--- src/hw/rtl/mbps_pkg.sv ---
// shared types and constants for the masked byte pattern scanner
package mbps_pkg;

   localparam int unsigned PATTERN_MAX_DEF = 256;
   localparam int unsigned VALUE_W = 8;
   localparam int unsigned OFFSET_W = 32;
   localparam int unsigned SEEN_W = 33;

   localparam logic [VALUE_W-1:0] CHAR_SPACE = 8'h20;
   localparam logic [VALUE_W-1:0] CHAR_QMARK = 8'h3F;
   localparam logic [VALUE_W-1:0] CHAR_LOW_X = 8'h78;
   localparam logic [VALUE_W-1:0] CHAR_UP_X = 8'h58;

   typedef enum logic [1:0] {
      FUNC_TEXT = 2'd0,
      FUNC_IMAGE = 2'd1,
      FUNC_END = 2'd2,
      FUNC_CLEAR = 2'd3
   } func_type;

   // classified operation handed from front to back
   typedef enum logic [2:0] {
      OP_HEX = 3'd0,
      OP_WILD = 3'd1,
      OP_SPACE = 3'd2,
      OP_IMAGE = 3'd3,
      OP_END = 3'd4,
      OP_CLEAR = 3'd5
   } op_type;

   typedef struct packed {
      op_type op;
      logic [VALUE_W-1:0] data;
   } op_word_type;

endpackage

--- src/hw/rtl/mbps_front.sv ---
// command intake: classifies words and queues them for the back end
module mbps_front (
   input logic clock,
   input logic reset,
   input logic start,
   output logic busy,
   input logic [1:0] req_func,
   input logic [mbps_pkg::VALUE_W-1:0] req_value,
   input logic pop,
   output logic q_valid,
   output mbps_pkg::op_word_type q_word
);
   import mbps_pkg::*;

   op_word_type fifo_ff [2];
   logic wp_ff, wp_in, rp_ff, rp_in;
   logic [1:0] cnt_ff, cnt_in;
   logic push, keep, do_pop;
   op_word_type cls;
   logic [3:0] hexv;
   logic is_hex;

   always_comb begin
      is_hex = 1'b0;
      hexv = 4'd0;
      if (req_value >= 8'h30 && req_value <= 8'h39) begin
         is_hex = 1'b1;
         hexv = 4'(req_value - 8'h30);
      end else if (req_value >= 8'h61 && req_value <= 8'h66) begin
         is_hex = 1'b1;
         hexv = 4'(req_value - 8'h57);
      end else if (req_value >= 8'h41 && req_value <= 8'h46) begin
         is_hex = 1'b1;
         hexv = 4'(req_value - 8'h37);
      end
   end

   always_comb begin
      keep = 1'b1;
      cls.op = OP_CLEAR;
      cls.data = req_value;
      case (func_type'(req_func))
         FUNC_TEXT: begin
            if (is_hex) begin
               cls.op = OP_HEX;
               cls.data = {4'd0, hexv};
            end else if (req_value == CHAR_SPACE) begin
               cls.op = OP_SPACE;
            end else if (req_value == CHAR_QMARK || req_value == CHAR_LOW_X
                         || req_value == CHAR_UP_X) begin
               cls.op = OP_WILD;
            end else begin
               keep = 1'b0; // other characters and high codes do nothing
            end
         end
         FUNC_IMAGE: cls.op = OP_IMAGE;
         FUNC_END: cls.op = OP_END;
         FUNC_CLEAR: cls.op = OP_CLEAR;
         default: cls.op = OP_CLEAR;
      endcase
   end

   assign busy = (cnt_ff == 2'd2);
   assign push = start && !busy && keep;
   assign q_valid = (cnt_ff != 2'd0);
   assign do_pop = pop && q_valid;
   assign q_word = fifo_ff[rp_ff];

   always_comb begin
      wp_in = push ? !wp_ff : wp_ff;
      rp_in = do_pop ? !rp_ff : rp_ff;
      cnt_in = cnt_ff + 2'(push) - 2'(do_pop);
   end

   always_ff @(posedge clock) begin
      if (reset) begin
         wp_ff <= 1'b0;
         rp_ff <= 1'b0;
         cnt_ff <= 2'd0;
      end else begin
         wp_ff <= wp_in;
         rp_ff <= rp_in;
         cnt_ff <= cnt_in;
      end
   end

   always_ff @(posedge clock) begin
      if (push) begin
         fifo_ff[wp_ff] <= cls;
      end
   end

endmodule

--- config.mk ---
export PLATFORM = sky130hd
export DESIGN_NAME = mbps_front
export DESIGN_NICKNAME = d
export VERILOG_FILES = /design/src/hw/rtl/mbps_pkg.sv /design/src/hw/rtl/mbps_front.sv
export SDC_FILE = /design/constraint.sdc
export NUM_CORES = 1
export LEC_CHECK = 0
export ABC_CLOCK_PERIOD_IN_PS = 2800
export BUFFER_PORTS_ARGS = -buffer_cell sky130_fd_sc_hd__buf_2
export CAP_MARGIN = 20
export CORE_UTILIZATION = 35
export DETAILED_ROUTE_END_ITERATION = 16
export PLACE_DENSITY = 0.59
export SLEW_MARGIN = 5
export SYNTH_ARGS = -nofsm -noshare
export SYNTH_HDL_FRONTEND = slang
export SYNTH_SLANG_ARGS = --single-unit
--- constraint.sdc ---
create_clock -name clock -period 2.8 [get_ports clock]
set_input_delay 0.14 -clock clock [delete_from_list [all_inputs] [get_ports clock]]
set_output_delay 0.14 -clock clock [all_outputs]
set_load 0.03 [all_outputs]
---- Yosys cells after proc, flatten, opt, wreduce, memory -nomap -nowiden ----
Memories as Yosys holds them, arrays and structs flattened. A register that Yosys moved wholly into a read port is not among the register bits.
Cells that the tools add are included.
storage, ports and cells
  flip-flop bits (word level) ............. 4
  latch bits .............................. 0
  bits in writable memories ............... 22
  memory bits (read-only) ................. 0
  output and inout bits ................... 13
  memories kept ........................... 1
cells by class
  add/sub/neg operators ................... 5
  multiply operators ...................... 0
  divide/modulo/power cells ............... 0
  order comparisons ....................... 6
  equality and inequality tests ........... 8
  shift operators ......................... 0
  muxes and demuxes ....................... 20
  bitwise gates (word level) .............. 0
  reductions and logical operators ........ 13
memories
  memory   words  width  read ports  clocked after memory_dff  wr ports  line              source
  fifo_ff  2      11     1           1                         1         mbps_front.sv:15  op_word_type fifo_ff [2];
operators by type and width
  cell                   number
  $eq A8 B6 Y1 const B   2
  $eq A8 B7 Y1 const B   2
  $ge A8 B7 Y1 const B   2
  $le A8 B7 Y1 const B   2
  $mux W8                2
  $mux W4                3
  $pmux W3 S4            1
  $mux W1                11
  $mux W3                3
  $ge A8 B6 Y1 const B   1
  $le A8 B6 Y1 const B   1
  $sub A4 B3 Y4 const B  2
  $eq A2 B2 Y1 const B   3
  $logic_and A1 B1 Y1    6
  $sub A4 B1 Y4 const B  1
  $logic_not A1 Y1       3
  $add A2 B1 Y2          1
  $eq A2 B1 Y1 const B   1
  $logic_not A2 Y1       1
  $logic_or A1 B1 Y1     2
  $reduce_bool A2 Y1     1
  $sub A2 B1 Y2          1

---- Depth between registers and ports, before layout ----
  word-level depth ........................ 10
  depth in mapped cells ................... 12
  mapped depth without buffers ............ 12

---- Least setup slack after synthesis ----
No wires, ideal clock.
  path type ............................... input port to flip-flop
  start point ............................. input req_value[0] (netlist bit)
  end point ............................... register cnt_ff[1]
  library setup time ...................... 115 ps
  data arrival time ....................... 2,192 ps
  path slack .............................. 493 ps
  stages .................................. 12
  buffers on the path ..................... 0
  cells stage by stage .................... inv_1 -> ha_1 -> inv_1 -> o311ai_1 -> or4b_4 -> nand3b_4 -> ha_1 -> inv_1 -> ha_1 -> xor2_1 -> xnor2_1 -> nor2_1
between the ends
  longest elaborated chain between the ends .. 10
RTL lines
  element                                                           line                                source
  from (decl)                                                       mbps_front.sv:8                     input logic [mbps_pkg::VALUE_W-1:0] req_value,
  $ge A8 B7 Y1, or another cell as far along                        mbps_front.sv:32                    end else if (req_value >= 8'h41 && req_value <= 8'h46) begin
  $logic_and A1 B1 Y1 / $logic_or A1 B1 Y1 (equally long branches)  mbps_front.sv:32, mbps_front.sv:49
  $mux W1 / $logic_or A1 B1 Y1 (equally long branches)              mbps_front.sv:32, mbps_front.sv:50
  $mux W1, on equally long branches                                 mbps_front.sv:29, mbps_front.sv:49
  $mux W1, on equally long branches                                 mbps_front.sv:26, mbps_front.sv:47
  $mux W1 (*)                                                       mbps_front.sv:44                    if (is_hex) begin
  $mux W1 (*)                                                       mbps_front.sv:42                    case (func_type'(req_func))
  $logic_and A1 B1 Y1 (*)                                           mbps_front.sv:64                    assign push = start && !busy && keep;
  $add A2 B1 Y2 (*)                                                 mbps_front.sv:72                    cnt_in = cnt_ff + 2'(push) - 2'(do_pop);
  $sub A2 B1 Y2 (*)                                                 mbps_front.sv:72
  to (signal assigned)                                              mbps_front.sv:83                    cnt_ff <= cnt_in;
  to (decl)                                                         mbps_front.sv:17                    logic [1:0] cnt_ff, cnt_in;
Mark *: on every way between the ends. The rest lies on a longest branch, timed or not.
A chain may end at the register's enable or synchronous reset.

---- Worst setup path after layout ----
Ends and elaborated chain as after synthesis.

==> flow_summary.yaml <==
worst_setup_path:
  worst_ep_required_time_ps: 2970
  crit_end: "cnt_ff[1]"
  r2r_end: "fifo_ff[1][0]"
  reg2reg_depth: 3
  critical_path_class: "input port to flop"
  cp_max_fo: 5
  r2r_setup_slack_ps: 940
  worstPathArrival_ps: 2540
  crit_path_start: "req_value[0]"
  timing.rr.start: "cnt_ff[0]"
  startpoint_type: "input port"
  end_kind: "flop"
clocking:
  cts_buffer_depth: 2
  ctsResizeCount: 0
  cts_root_buf: "clkbuf_8"
  cts.sinks: 27
  cts_tree: "done"
  cts_buffers: 3
  post-cts-setup-buffer-count: 0
  ctsHoldBuffers: 0
  clk_latency_ps: 270
  h-tree-depth: 1
  clk_pin_slew_ps: 90
global_route:
  grt_pass1_vias: 803
  antenna_found_initial: 0
  use_met2_pct: 18.1
  use_met3_pct: 2.36
  grt_start_max_net_pins: 15
  met1_usage_pct: 14.2
  grt.overflow.total: 0
  grt_usage_pct: 11.4
  grt_pass1_wl_mm: 3.54
  top_usage_layer: "met2"
finish:
  area_growth_pct: 17.1
  mostFrequentLayoutCells: "buf_2, edfxtp_1, nor2_1, mux2_2"
  diodes: 0
  nFillCells: 347
  num-nets-final: 148
  final_layout_size_suffix_gt1_share_pct: 40.2
  final_area_sq_um: 1560
  final_common_cell: "buf_2"
yosys:
  syn_area_sq_um: 1330
  ys_seq_area_share_pct: 57.1
  syn_nets: 119
  ys_ff_latch: 27
  synth_warnings: 0
  synth_cells: 99
  syn_area_per_cell_sq_um: 13.4
  synth_cell_type_count: 31
drt:
  drtPass1Iterations: 4
  wl_per_cell_um: 12.0
  vias_per_cell: 4.69
  wl_mm: 2.10
  num_vias: 821
  first_iter_violations: 15
  postRouteAntennaNets: 0
  route.detailed.drc: 0
place:
  gp_congestion: 0.831
  place_ws_ps: 180
  hpwlAfterDp_mm: 1.64
  placed_area_sq_um: 1510
  portBuffers: 26
timing:
  slew_headroom_pct: 36.8
  skew_ps: 4.02
  rsz0062_at_grt: "no"
  post-route-period-util_pct: 84.5
  fin_crit_ps: 2370
  final-max-slew-violation-count: 0
  tightestPinTransition_ps: 945
  finalWorstSetupSlack_ps: 435
  finalSetupViolCount: 0
  fin_setup_tns_ps: 0
  max_freq_ghz: 0.423
  hold_viol_final: 0
floorplanning:
  fp.dieW_um: 63.7
  initial_core_util_pct: 36.4
  die_height_um: 63.7
  io_pins: 27
  dieArea_sq_um: 4050
  fp-row-count: 22
  coreArea_sq_um: 3660
power:
  powerDensity_nw_per_um2: 734
  vdd_drop_max_mv: 0.386
  total_power_mw: 1.14
  power_leakage_nw: 0.619
job:
  drv_cap: 0
hold_path:
  holdCritPathClass: "input port to flop"
outcome:
  outcome: "finished clean"
[metrics by stage]
stage | std cells | hold slack [ps] | util (%)
floorplan | 99 | 212 | -
global placement | 171 | 386 | 41.4
detailed placement | 171 | 394 | 41.4
CTS | 175 | 106 | 42.6
global route | 175 | 111 | 42.6
finish | 175 | 110 | 42.6
[Yosys cell counts (all sizes together)]
cell type  number  share of area [%]
nor4b           1               0.66
nand2           2               0.56
or2             2               0.94
a22o            1               0.75
xnor2           4                2.6
mux2           12                 10
nand3           1               0.38
and2            4                1.9
and3            2                1.1
and2b           1               0.66
clkbuf          2               0.56
nor2           11                3.1
o21ai           3                1.1
or3b            1               0.66
o21ba           1               0.75
nor3b           2                1.1
o32a            1               0.75
inv             6                1.7
ha              6                5.6
a211o           1               0.66
edfxtp         22                 50
and4b           1               0.75
nand3b          1                1.5
nor2b           1               0.47
or4b            1                1.0
o311ai          1               0.66
xor2            1               0.66
nand2b          1               0.47
and4bb          1                1.2
dfxtp           5                7.5
[state kept, by name, summed over array words and instances, names as in the netlist, named ones only]
register and cells:
cnt_ff 2, fifo_ff 22, rp_ff 1, wp_ff 1
[worst max-delay path, stage by stage]
cell	delay [ps]
buf_2	120
inv_1	110
ha_1	180
inv_1	40
o311ai_1	460
or4b_4	560
nand3b_4	120
ha_1	230
inv_1	50
ha_1	140
xor2_1	200
xnor2_1	150
nor2_1	60
[report_power, final]
| part | internal (mW) | switching (mW) |
|---|---|---|
| combinational | 0.161 | 0.231 |
| sequential | 0.499 | 0.0388 |
| clock | 0.102 | 0.113 |
[how the worst min path moves through the flow]
stage	start	end	slack, ps	depth (start not counted)
2_1_floorplan	reset	cnt_ff[0]	210	1
3_3_place_gp	reset	cnt_ff[1]	390	2
3_5_place_dp	reset	flop	390	2
4_1_cts	reset	flop	110	2
5_1_grt	reset	cnt_ff[1]	110	2
6_report	reset	rp_ff	110	2
[routing by layer]
metal / vias up / part of all wire, %
li1: 416 / -
met1: 381 / 46
met2: 19 / 47
met3: 5 / 4.7
met4: 0 / 2.3
met5: - / 0
[area by class of cell]
type | count | area (sq um) | share of cell area [%]
clock buffers | 4 | 45.0 | 2.89
inverters | 6 | 22.5 | 1.44
multi-input cells | 64 | 541 | 34.7
flip-flops and latches | 27 | 761 | 48.8
well taps | 48 | 60.1 | 3.85
repair buffers | 26 | 130 | 8.35
[logic make-up after synthesis]
group | count (synthesis) | synth area share, %
buf+inv | 8 | 2.26
compound gates | 8 | 4.70
mux | 12 | 10.4
flops | 27 | 57.1
xor+xnor | 5 | 3.29
simple gates | 33 | 16.5
fa+ha+maj | 6 | 5.64
Power figures use the tool's default switching activity.
